$ cat src/sv/bpu_lane.sv
module bpu_lane (
    input  logic       clk,
    input  logic [8:0] tx,
    input  logic [8:0] ty,
    input  logic [7:0] a,
    input  logic [7:0] b,
    input  logic [7:0] d,
    input  logic [7:0] e,
    output logic [7:0] v
);

    logic [16:0] top_reg, bot_reg;
    logic [8:0]  ty_reg;
    logic [25:0] acc_reg;
    logic [25:0] sum;

    always_ff @(posedge clk)
    begin
        top_reg <= 17'((9'd256 - tx) * a) + 17'(tx * b);
        bot_reg <= 17'((9'd256 - tx) * d) + 17'(tx * e);
        ty_reg  <= ty;
        acc_reg <= 26'((9'd256 - ty_reg) * top_reg) + 26'(ty_reg * bot_reg);
    end

    assign sum = acc_reg + 26'd32768;
    assign v   = (sum[25:16] > 10'd255) ? 8'hFF : sum[23:16];

endmodule

$ cat config.mk
export PLATFORM = sky130hd
export DESIGN_NAME = bpu_lane
export DESIGN_NICKNAME = d
export VERILOG_FILES = /design/src/sv/bpu_lane.sv
export SDC_FILE = /design/constraint.sdc
export NUM_CORES = 2
export LEC_CHECK = 0
export BUFFER_PORTS_ARGS = -buffer_cell sky130_fd_sc_hd__buf_2
export CORE_AREA = 4 4 167 291
export CTS_BUF_LIST = sky130_fd_sc_hd__clkbuf_8
export DETAILED_ROUTE_END_ITERATION = 12
export DIE_AREA = 0 0 171 295
export SYNTH_ARGS = -nofsm -noshare
export SYNTH_HDL_FRONTEND = slang
export SYNTH_SLANG_ARGS = --single-unit
$ cat constraint.sdc
create_clock -name clk -period 20.7 [get_ports clk]
set_clock_uncertainty 0.1 [all_clocks]
set_input_delay 3.105 -clock clk [delete_from_list [all_inputs] [get_ports clk]]
set_output_delay 3.105 -clock clk [all_outputs]
set_load 0.05 [all_outputs]
; After elaboration in Yosys (flattened, before gate mapping)
; Index checks and enable logic that the tools add are counted.
[totals]
reg_bits = 69
in_bits = 51
out_inout_bits = 8
elab_cells = 18
[classes]
n_addsub = 6
mul = 6
magnitude_cmp = 1
n_mux = 1
[ops]
columns = op, count
row1 = $add 17x17->17, 2
row2 = $mul 9x8->17, 2
row3 = $add 26x16->26 const B, 1
row4 = $add 26x26->26, 1
row5 = $mul 10x18->26, 1
row6 = $mul 9x17->26, 1
row7 = $sub 9x9->10 const A, 2
row8 = $mul 10x9->17, 1
row9 = $mul 17x8->17, 1
row10 = $gt 10x8->1 const B, 1
row11 = $mux 8, 1

; Longest topological paths before layout
[depth]
word_depth = 3
depth_mapped = 29
mapped_depth_nobuf = 26

; Worst setup path after synthesis
; OpenSTA, ideal clock, no wires.
[synth_timing]
kind = in2reg
startpoint = input port tx[3]
endpoint = register top_reg[15]
setup_time_ns = 0.072
arrival_time_ns = 9.133
t_required_ns = 20.528
path_slack_ns = 11.395
stages = 25
path_buffers = 2
path_cell_list = clkbuf_1 nor2_2 nand2_1 or3_1 nor3_2 xor2_1 buf_4 nand2_1 fa_1 inv_1 fa_1 fa_1 inv_1 fa_1 fa_1 inv_1 fa_1 ha_1 a21oi_1 nor2b_1 or4_1 a21o_1 a31o_2 a21oi_1 xnor2_1
[synth_between]
elab_chain_len = 3
word_cells_on_any_way = 4
[synth_lines]
columns = element, line
row1 = start: declaration, 3  ; input logic [8:0] tx,
row2 = $sub 9x9->10, 19  ; top_reg <= 17'((9'd256 - tx) * a) + 17'(tx * b);
row3 = $mul 17x8->17, 19
row4 = $add 17x17->17 *, 19
row5 = end signal: assignment, 19
row6 = end: declaration, 12  ; logic [16:0] top_reg, bot_reg;
; Mark *: on every way between the ends. The rest lies on a longest branch, timed or not.

; Final worst setup path
[layout_timing]
startpoint = input port tx[0]
endpoint = register top_reg[16]
; Same word-level chain as after synthesis.

==> reports/results.txt <==
Worst hold path type: flop to flop
CP required: 20.85 ns
Commonest non-fill, non-tap cells in the layout: 589 x inv_1, 528 x fa_1, 327 x nand2_1, 297 x and2_1, 218 x ha_1
Initial DRT Pass Iterations: 8
Routed wl met2: 32.01 mm
Initial antenna violation count: 1
First-pass GRT wire length: 88.33 mm
Area share of the largest cell type after synthesis: 0.4804
Area grow syn2layout: 4.230%
Max cap viols: 0
Core Area: 46060 sq um
Final Hold Vio Count: 0
Synth Warn #: 0
Worst-Skew Late Latency: 0.37 ns
TNS Setup: 0 ns
Setup violators final: 0
CP Max Fanout: 34
Arrival time worst endpoint: 9.98 ns
Routed WL: 53.97 mm
Register area share after synthesis: 0.04913
Routed len/inst: 18.25 um
Synth Instances: 2389
Run status: completed
Post-CTS setup buffers: 0
Startpoint Class: input pin
Inst Count DP: 2948
Clock Tree Root: clkbuf_8
RePlAce Congestion: 0.8840
Seq cells post-synth: 54
Max incr delay on CP: 0.71 ns
Achievable Freq: 101.7 MHz
Wl on met1: 16.68 mm
Non-filler instance count after layout: 2957
# hold bufs at CTS: 0
Mapped Area: 22000 sq um
Fin crit share: 0.4749
Antenna Nets Post-Route: 0
Critical-path top delay cell: xor2_2
Clock tree sinks: 54
Largest net degree at the start of global routing: 38
Crit-path most repeated cell: fa_1
DIE WIDTH: 171 um
CTS tree: yes
CTS max path bufs: 2
Most common cell after layout, fill and taps aside: inv_1
Unique cell type count in the Yosys netlist: 56
Total gr overflow: 0
Syn_nets: 3186
Clock transition at the registers of the reported paths: 0.11 ns
Die area: 50450 sq um
Die span in y: 295 um
DR WL met3: 1.180 mm
CTS Buf Count: 5
Starting Density: 0.4777
Share of cells above drive strength 1: 0.04593
DRC violations left: 0
Top Ports: 59
DPL Wire Length: 46.70 mm
Syn Area/Cell: 9.211 sq um
CP Cell Sequence: buf_2 -> inv_1 -> ha_1 -> nand2_1 -> or3_1 -> xor2_2 -> nand2_1 -> fa_1 -> inv_1 -> fa_1 -> inv_1 -> fa_1 -> fa_1 -> fa_1 -> fa_1 -> inv_1 -> ha_1 -> or2_1 -> a21oi_1 -> o31ai_1 -> a21oi_1 -> nor2b_1 -> a311o_1 -> xnor2_1
Vias per std cell: 5.167
Cell row count: 104
Final worst path period need: 9.830 ns
Top routing layer in use: met4
RSZ-0062 raised after global routing: false
Synth area leaders: fa_1 48%, ha_1 12%, inv_1 10%
Nets: 3169
H-tree levels: 2
Worst Setup End Kind: flop
Kind of critical path: input pin to flop
All-Layer GR Usage: 0.2269
Worst slew pin tran: 1.056 ns
Vias in the first global route: 17460
DRT iter0 DRCs: 592
Synth area leader: fa_1
Port-buffer cells: 58
Slew Limit Fails: 0
Post-cts sizing count: 0
Normalized max-slew margin: 0.2950
Via count: 15280
per-layer routing:
metal  track usage  vias up
met5             0        -
met4        0.1418        0
met3      0.009365      158
met2        0.4580      342
met1        0.2181     7930
li1              -     6848
logic make-up after synthesis:
kind of cell	after synthesis	synth area share
fa+ha+maj	746	0.6043
mux	1	0.0004549
flops	54	0.04913
buf+inv	691	0.1193
compound gates	94	0.02837
simple gates	717	0.1630
xor+xnor	86	0.03542
critical path, delay by kind of cell:
kind | cells | cell delay (ns)
and+or+nand+nor | 5 | 1.00
AOI/OAI and AO/OA | 4 | 0.88
adders and majority gates | 8 | 3.56
buffers and inverters | 5 | 0.59
xor gates and xnor gates | 2 | 0.84
cell type report:
type | count | area (sq um)
inverters | 589 | 2211
well taps | 583 | 729.5
fillers | 4453 | 23130
multi-input cells | 1644 | 18330
clock buffers | 6 | 82.58
diodes | 1 | 2.502
clock inverters | 2 | 60.06
flip-flops and latches | 54 | 1081
repair buffers | 78 | 440.4
cell usage after synthesis, drive strengths merged:
library cell / n
a21oi: 30
o21a: 11
nand3b: 1
a21boi: 1
nor3: 13
nor4: 3
a211oi: 7
nand4: 1
nor2b: 7
dfxtp: 54
nand2: 329
a31oi: 2
o21ai: 12
and2: 297
a311oi: 1
or3: 1
o31a: 1
a2111oi: 2
nand3: 9
o21bai: 1
buf: 31
ha: 218
a311o: 1
nand2b: 1
a31o: 3
xor2: 21
o31ai: 3
and3: 8
clkbuf: 71
o211ai: 2
or2: 6
inv: 589
a21o: 13
xnor2: 65
nor2: 38
a2bb2oi: 1
or4: 2
fa: 528
o311a: 2
and2b: 1
mux2i: 1
a221oi: 1
through the flow:
| step | util | setup slack, ns | hold WS [ns] | cell area, sq um |
|---|---|---|---|---|
| final | 0.4979 | 10.87 | 0.9043 | 22940 |
| after global routing | 0.4979 | 10.38 | 0.9303 | 22940 |
| after CTS | 0.4979 | 10.84 | 0.9051 | 22930 |
| after detailed placement | 0.4948 | 10.45 | 0.9031 | 22790 |
| after global placement | 0.4948 | 10.58 | 0.9069 | 22790 |
| after floorplan | - | 11.39 | 0.6303 | 22000 |
final timing paths:
kind | slack (ns) | from | endpoint | depth (start not counted)
max reg2reg | 13.05 | ty_reg[5]$_DFF_P_ | acc_reg[25]$_DFF_P_ | 26
max | 10.87 | tx[0] | top_reg[16]$_DFF_P_ | 24
min | 0.90 | top_reg[16]$_DFF_P_ | acc_reg[25]$_DFF_P_ | 3
min reg2reg | 0.90 | top_reg[16]$_DFF_P_ | acc_reg[25]$_DFF_P_ | 3
Power is not shown: default switching activity piles up to over one toggle a cycle in this logic, so the estimate is an artifact.
