### src/sv/bpu_pkg.sv
package bpu_pkg;

    localparam int MAX_SOURCE_WIDTH  = 64;
    localparam int MAX_SOURCE_HEIGHT = 64;
    localparam int MAX_TARGET_DIM    = 4096;
    localparam int CHANNELS          = 4;

    localparam int COL_W   = $clog2(MAX_SOURCE_WIDTH);
    localparam int ROW_W   = $clog2(MAX_SOURCE_HEIGHT);
    localparam int ADDR_W  = COL_W + ROW_W;
    localparam int DEPTH   = MAX_SOURCE_WIDTH * MAX_SOURCE_HEIGHT;
    localparam int SW_W    = $clog2(MAX_SOURCE_WIDTH + 1);
    localparam int SH_W    = $clog2(MAX_SOURCE_HEIGHT + 1);
    localparam int TD_W    = $clog2(MAX_TARGET_DIM + 1);
    localparam int COORD_W = 12;
    localparam int PIX_W   = 32;
    localparam int CFG_W   = 13;
    localparam int IDX_W   = 3;

    localparam int DIV_STEPS = 28;
    localparam int NUM_W     = DIV_STEPS;
    localparam int QUO_W     = DIV_STEPS;

    typedef enum logic [IDX_W-1:0] {
        REG_SOURCE_WIDTH  = 3'd0,
        REG_SOURCE_HEIGHT = 3'd1,
        REG_TARGET_WIDTH  = 3'd2,
        REG_TARGET_HEIGHT = 3'd3,
        REG_FILTER_MODE   = 3'd4
    } reg_index_t;

    typedef enum logic {
        FUNC_LOAD   = 1'b0,
        FUNC_SAMPLE = 1'b1
    } func_t;

    typedef enum logic {
        MODE_NEAREST  = 1'b0,
        MODE_BILINEAR = 1'b1
    } mode_t;

    typedef struct packed {
        logic             valid;
        logic             err;
        logic             mode;
        logic [COL_W-1:0] x0;
        logic [COL_W-1:0] x1;
        logic [ROW_W-1:0] y0;
        logic [ROW_W-1:0] y1;
        logic [8:0]       tx;
        logic [8:0]       ty;
    } tap_ctl_t;

endpackage

### src/sv/bpu_div.sv
module bpu_div (
    input  logic                        clk,
    input  logic                        rst_n,
    input  logic                        in_valid,
    input  logic [bpu_pkg::NUM_W-1:0]   num,
    input  logic [bpu_pkg::TD_W-1:0]    den,
    output logic [bpu_pkg::QUO_W-1:0]   quo,
    output logic [bpu_pkg::TD_W-1:0]    rem
);

    localparam int N = bpu_pkg::DIV_STEPS;

    logic [bpu_pkg::NUM_W-1:0] num_reg [N+1];
    logic [bpu_pkg::TD_W:0]    rem_reg [N+1];
    logic [bpu_pkg::TD_W-1:0]  den_reg [N+1];
    logic [bpu_pkg::QUO_W-1:0] quo_reg [N+1];

    always_comb
    begin
        num_reg[0] = num;
        rem_reg[0] = '0;
        den_reg[0] = den;
        quo_reg[0] = '0;
    end

    for (genvar s = 0; s < N; s++)
    begin : g_step
        logic [bpu_pkg::TD_W:0] trial;
        logic [bpu_pkg::TD_W:0] diff;
        assign trial = {rem_reg[s][bpu_pkg::TD_W-1:0], num_reg[s][bpu_pkg::NUM_W-1]};
        assign diff  = trial - {1'b0, den_reg[s]};
        always_ff @(posedge clk)
        begin
            num_reg[s+1] <= num_reg[s] << 1;
            den_reg[s+1] <= den_reg[s];
            if (!diff[bpu_pkg::TD_W])
            begin
                rem_reg[s+1] <= diff;
                quo_reg[s+1] <= {quo_reg[s][bpu_pkg::QUO_W-2:0], 1'b1};
            end
            else
            begin
                rem_reg[s+1] <= trial;
                quo_reg[s+1] <= {quo_reg[s][bpu_pkg::QUO_W-2:0], 1'b0};
            end
        end
    end

    assign quo = quo_reg[N];
    assign rem = rem_reg[N][bpu_pkg::TD_W-1:0];

    logic unused;
    assign unused = in_valid & rst_n;

endmodule

### config.mk
export PLATFORM = sky130hd
export DESIGN_NAME = bpu_div
export DESIGN_NICKNAME = d
export VERILOG_FILES = /design/src/sv/bpu_pkg.sv /design/src/sv/bpu_div.sv
export SDC_FILE = /design/constraint.sdc
export NUM_CORES = 2
export LEC_CHECK = 0
export BUFFER_PORTS_ARGS = -buffer_cell sky130_fd_sc_hd__buf_2
export CELL_PAD_IN_SITES_DETAIL_PLACEMENT = 1
export CELL_PAD_IN_SITES_GLOBAL_PLACEMENT = 2
export CORE_MARGIN = 2
export CORE_UTILIZATION = 46
export DETAILED_ROUTE_END_ITERATION = 12
export PLACE_DENSITY_LB_ADDON = 0.1
export SYNTH_ARGS = -nofsm -noshare
export SYNTH_HDL_FRONTEND = slang
export SYNTH_SLANG_ARGS = --single-unit
### constraint.sdc
create_clock -name clk -period 5.2 [get_ports clk]
set_input_delay 0.26 -clock clk [delete_from_list [all_inputs] [get_ports clk]]
set_output_delay 0.26 -clock clk [all_outputs]
set_load 0.01 [all_outputs]
# Yosys cells after proc, flatten, opt, wreduce, memory -nomap -nowiden
# Cells that the tools add are included.
dict set report totals {
  reg_bits 1499
  input_bits 44
  word_cells 195
  out_inout_bits 41
}
dict set report op_classes {
  n_addsub 28
  n_mux 56
}
# op n
set op_table {}
lappend op_table {{$sub 14x13->14} 27}
lappend op_table {{$mux 13} 27}
lappend op_table {{$mux 1} 29}
lappend op_table {{$sub 1x13->14} 1}

# Depth between registers and ports, before layout
dict set report depth {
  ltp_word 2
  depth_mapped 11
  depth_no_buf 11
}

# Worst setup path after synthesis
# Ideal clock, no wire load.
dict set report synth_timing {
  path_kind {register to register}
  from {register den_reg[196] (netlist bit)}
  to {register rem_reg, in the netlist g_step[14].trial[10]}
  setup_ns 0.121
  path_stages_with_launch 11
  path_buffers 1
  arrival_time_ns 2.530
  slack_ns 2.549
  period_less_slack_ns 2.651
  required_time_ns 5.079
  cell_sequence {dfxtp_1 -> inv_1 -> ha_1 -> nor2b_1 -> o31a_1 -> or4_4 -> nand2_4 -> o31ai_2 -> a211oi_4 -> buf_8 -> mux2_4}
}
dict set report synth_via {
  elab_chain_cells 2
}
# item line_no
set synth_rtl {}
lappend synth_rtl {{start: declaration} bpu_div.sv:15} ;# logic [bpu_pkg::TD_W-1:0] den_reg [N+1];
lappend synth_rtl {{start signal: indexed assignment} bpu_div.sv:35} ;# den_reg[s+1] <= den_reg[s];
lappend synth_rtl {{$sub 14x13->14} bpu_div.sv:31} ;# assign diff = trial - {1'b0, den_reg[s]};
lappend synth_rtl {{$mux 13} bpu_div.sv:36} ;# if (!diff[bpu_pkg::TD_W])
lappend synth_rtl {{end signal: indexed assignment} bpu_div.sv:38} ;# rem_reg[s+1] <= diff;
lappend synth_rtl {{end signal: indexed assignment} bpu_div.sv:43} ;# rem_reg[s+1] <= trial;
lappend synth_rtl {{end: declaration} bpu_div.sv:14} ;# logic [bpu_pkg::TD_W:0] rem_reg [N+1];
# No other way between the ends.
# A chain may end at the register's enable or synchronous reset.

# Worst setup path after layout
dict set report layout_timing {
  from {register den_reg[326] (netlist bit)}
  to {register rem_reg, in the netlist g_step[4].trial[7]}
}
# The elaborated chain is that of the path after synthesis.

==> impl_metrics.toml <==
[cts]
htree_levels = 4
cts_tree = "built"
clock_tree.buffer_depth = 3
cts_num_sinks = 1499
clkTransAtPathRegs_ns = 0.06
clk_latency_ns = 0.77
cts_root_buffer = "clkbuf_16"
cts_resized = 0
numCtsBuffers = 153

[floorplanning]
die_h_um = 340.1
row_count = 123
die-area_um2 = 115700
start_util_pct = 46.27
core_area_um2 = 112300
ios = 85
dieWidth_um = 340.1

[power]
power_frac_clock_pct = 26.0
power.internal_mw = 30.00
p_sw_mw = 14.49
pwr-share-comb_pct = 37.3
seq_power_share_pct = 36.7
netSwitchingFraction_pct = 32.56
ir_drop_mv = 0.3592
leakage_nw = 26.79
powerDensity_nw_per_um2 = 744.3

[placement]
place_hpwl_um = 70460
placed_cell_area_um2 = 53860
gp_congestion = 0.8106
port_buffers = 82
post-place-ws_ns = 1.904
dp_cells = 5995

[route]
drt_iter0_drc = 1160
vias = 30890
wl_um = 100500
via_per_inst = 4.894
antenna_left = 0
drc = 0
wl_per_cell_um = 15.93
dr.pass1.iters = 4

[timing]
period_share_pct = 64.20
hold_viol = 0
fin_skew_ns = 0.04496
timing.slew.headroom_pct = 23.34
fmax_ghz = 0.2995
hold_slack_ns = 0.1287
setup_viol = 0
rsz0062_at_grt = "false"
worstMarginPinSlew_ns = 1.144
fin_ws_ns = 1.861
maxSlewViolCount = 0
tns_ns = 0
min_period_ns = 3.339

[synth]
yosysTopAreaCellShare_pct = 57.73
synth.cell_area_um2 = 51980
synth-warning-count = 0
synth_cell_types = 68
yosysTopAreaCell = "dfxtp_1"
ys_ff_latch = 1499
synthCells = 4493
syn_area_per_cell_um2 = 11.57
synth_flop_cell = "dfxtp_1"
yosysSeqAreaShare_pct = 57.73
synth-edff-count = 0
async_reset_ff_share_pct = 0
yosys-top-cells-area = "dfxtp_1, ha_1, mux2_2, inv_1, a21oi_1"

[setup_path]
slowest_stage = "xnor2_2"
crit_family = "compound AO/OA/AOI/OAI gates"
worstPathRequired_ns = 5.83
cp-start-kind = "register"
end_kind = "register"
path_class = "register to register"
worst_ep_arrival_time_ns = 3.97
crit_buf_inv = 1
slowest_delay_ns = 0.92
cp_cell_sequence = "inv_1 -> ha_1 -> nor2b_1 -> o31ai_1 -> a21oi_1 -> a211oi_1 -> xnor2_2 -> mux2_2"
cp_max_fo = 15

[layout]
diodes = 0
largest_register_ffs = 406
layout-drive-gt1-share_pct = 14.24
fin_area_um2 = 59770
area_growth_pct = 14.98
final_nets = 5115
layoutNonFillerInstCount = 6312

[global_route]
grt_max_degree = 23
grt_use_total_pct = 17.67
first_global_vias = 32900
grt_pass1_wl_um = 168200
gr-total-overflow = 0
antenna_found_initial = 0

[status]
status = "finished, final reports clean"

[job]
max_cap_viol_count = 0

[worst_hold_path]
hp-class = "input pin to register"
-- synth_stat cells (14+ instances only) --
library cell / number
dfxtp_1: 1499
inv_1: 425
ha_1: 353
mux2_2: 262
a21oi_1: 238
nor2_1: 195
o21ai_0: 164
nand2_1: 162
xnor2_1: 127
a21o_1: 114
xor2_1: 113
o21bai_1: 73
a211oi_1: 71
nor2b_1: 56
mux2i_1: 55
o21a_1: 55
clkbuf_1: 44
nand3_1: 43
nand4_1: 42
a31oi_1: 34
buf_4: 31
nand2b_1: 30
fa_1: 27
mux2_4: 24
o31ai_1: 24
a21boi_0: 19
and3_1: 18
buf_2: 16
a2111oi_0: 14
a31o_2: 14
-- what timing repair did --
action / 4_1_cts / 5_1_grt
buffers inserted: 0 / 0
hold endpoints to repair: 47 / 0
hold buffers: 41 / 0
-- path summary, 6_finish.rpt --
check | startpoint | endpoint | slack, ns | cells past startpoint
setup / recovery | den_reg[326]$_DFF_P_ | g_step[4].trial[7]$_DFF_P_ | 1.86 | 8
hold / removal | num[16] | num_reg[773]$_DFF_P_ | 0.13 | 2
setup reg to reg | den_reg[326]$_DFF_P_ | g_step[4].trial[7]$_DFF_P_ | 1.86 | 8
hold reg to reg | num_reg[499]$_DFF_P_ | num_reg[472]$_DFF_P_ | 0.31 | 0
-- power by group through the flow --
stage | logic [mW] | clock network (mW) | registers [mW]
after CTS | 16.8 | 12.0 | 16.4
after global placement | 16.4 | 0 | 16.5
after detailed placement | 16.6 | 0 | 16.6
after floorplan | 13.5 | 0 | 16.0
after global routing | 18.6 | 12.5 | 16.7
final | 16.6 | 11.6 | 16.3
-- placed cells by master (no fill, tap or decap), types with 24 or more instances in the layout --
| master | instances |
|---|---|
| a211oi_1 | 71 |
| nand4_1 | 42 |
| mux2i_1 | 55 |
| a21oi_1 | 238 |
| o21a_1 | 55 |
| buf_2 | 82 |
| inv_1 | 425 |
| nand2_1 | 162 |
| nand2b_1 | 30 |
| a21o_1 | 114 |
| clkbuf_16 | 154 |
| o21bai_1 | 73 |
| ha_1 | 353 |
| a31oi_1 | 34 |
| mux2_4 | 24 |
| fa_1 | 27 |
| dlygate4sd3_1 | 41 |
| nor2_1 | 195 |
| nor2b_1 | 56 |
| xor2_1 | 109 |
| mux2_2 | 262 |
| o21ai_0 | 164 |
| dfxtp_1 | 1499 |
| xnor2_1 | 127 |
| o31ai_1 | 24 |
| nand3_1 | 43 |
-- routing by layer --
| metal | up-vias | track usage (%) | wire, µm |
|---|---|---|---|
| li1 | 15710 | - | - |
| met1 | 14700 | 22.69 | 47300 |
| met2 | 322 | 30.29 | 48040 |
| met3 | 161 | 2.988 | 2829 |
| met4 | 0 | 5.644 | 2376 |
| met5 | - | 0 | 0 |
-- area by class of cell --
type | count | area (µm²)
clock buffers | 196 | 4232
clock inverters | 80 | 1269
fillers | 11620 | 52580
inverters | 425 | 1595
multi-input cells | 2472 | 19840
flip-flops and latches | 1499 | 30010
well taps | 1500 | 1877
repair buffers | 140 | 948.4
-- stage by stage --
stage                     total power [mW]  utilization (%)
final                                44.49            53.20
after global routing                 47.77            53.20
after CTS                            45.19            53.20
after detailed placement             33.15            47.94
after global placement               32.89            47.94
after floorplan                      29.44                -
-- kinds of logic after synthesis --
family / after synthesis / synth area share (%)
DFF: 1499 / 57.73
AOI/OAI and AO/OA: 905 / 11.41
and+or+nand+nor: 589 / 5.305
buffers and inverters: 526 / 4.189
adders and majority gates: 380 / 9.537
muxes: 344 / 7.494
xor gates and xnor gates: 249 / 4.326
other: 1 / 0.007215
Power figures use the tool's default switching activity.
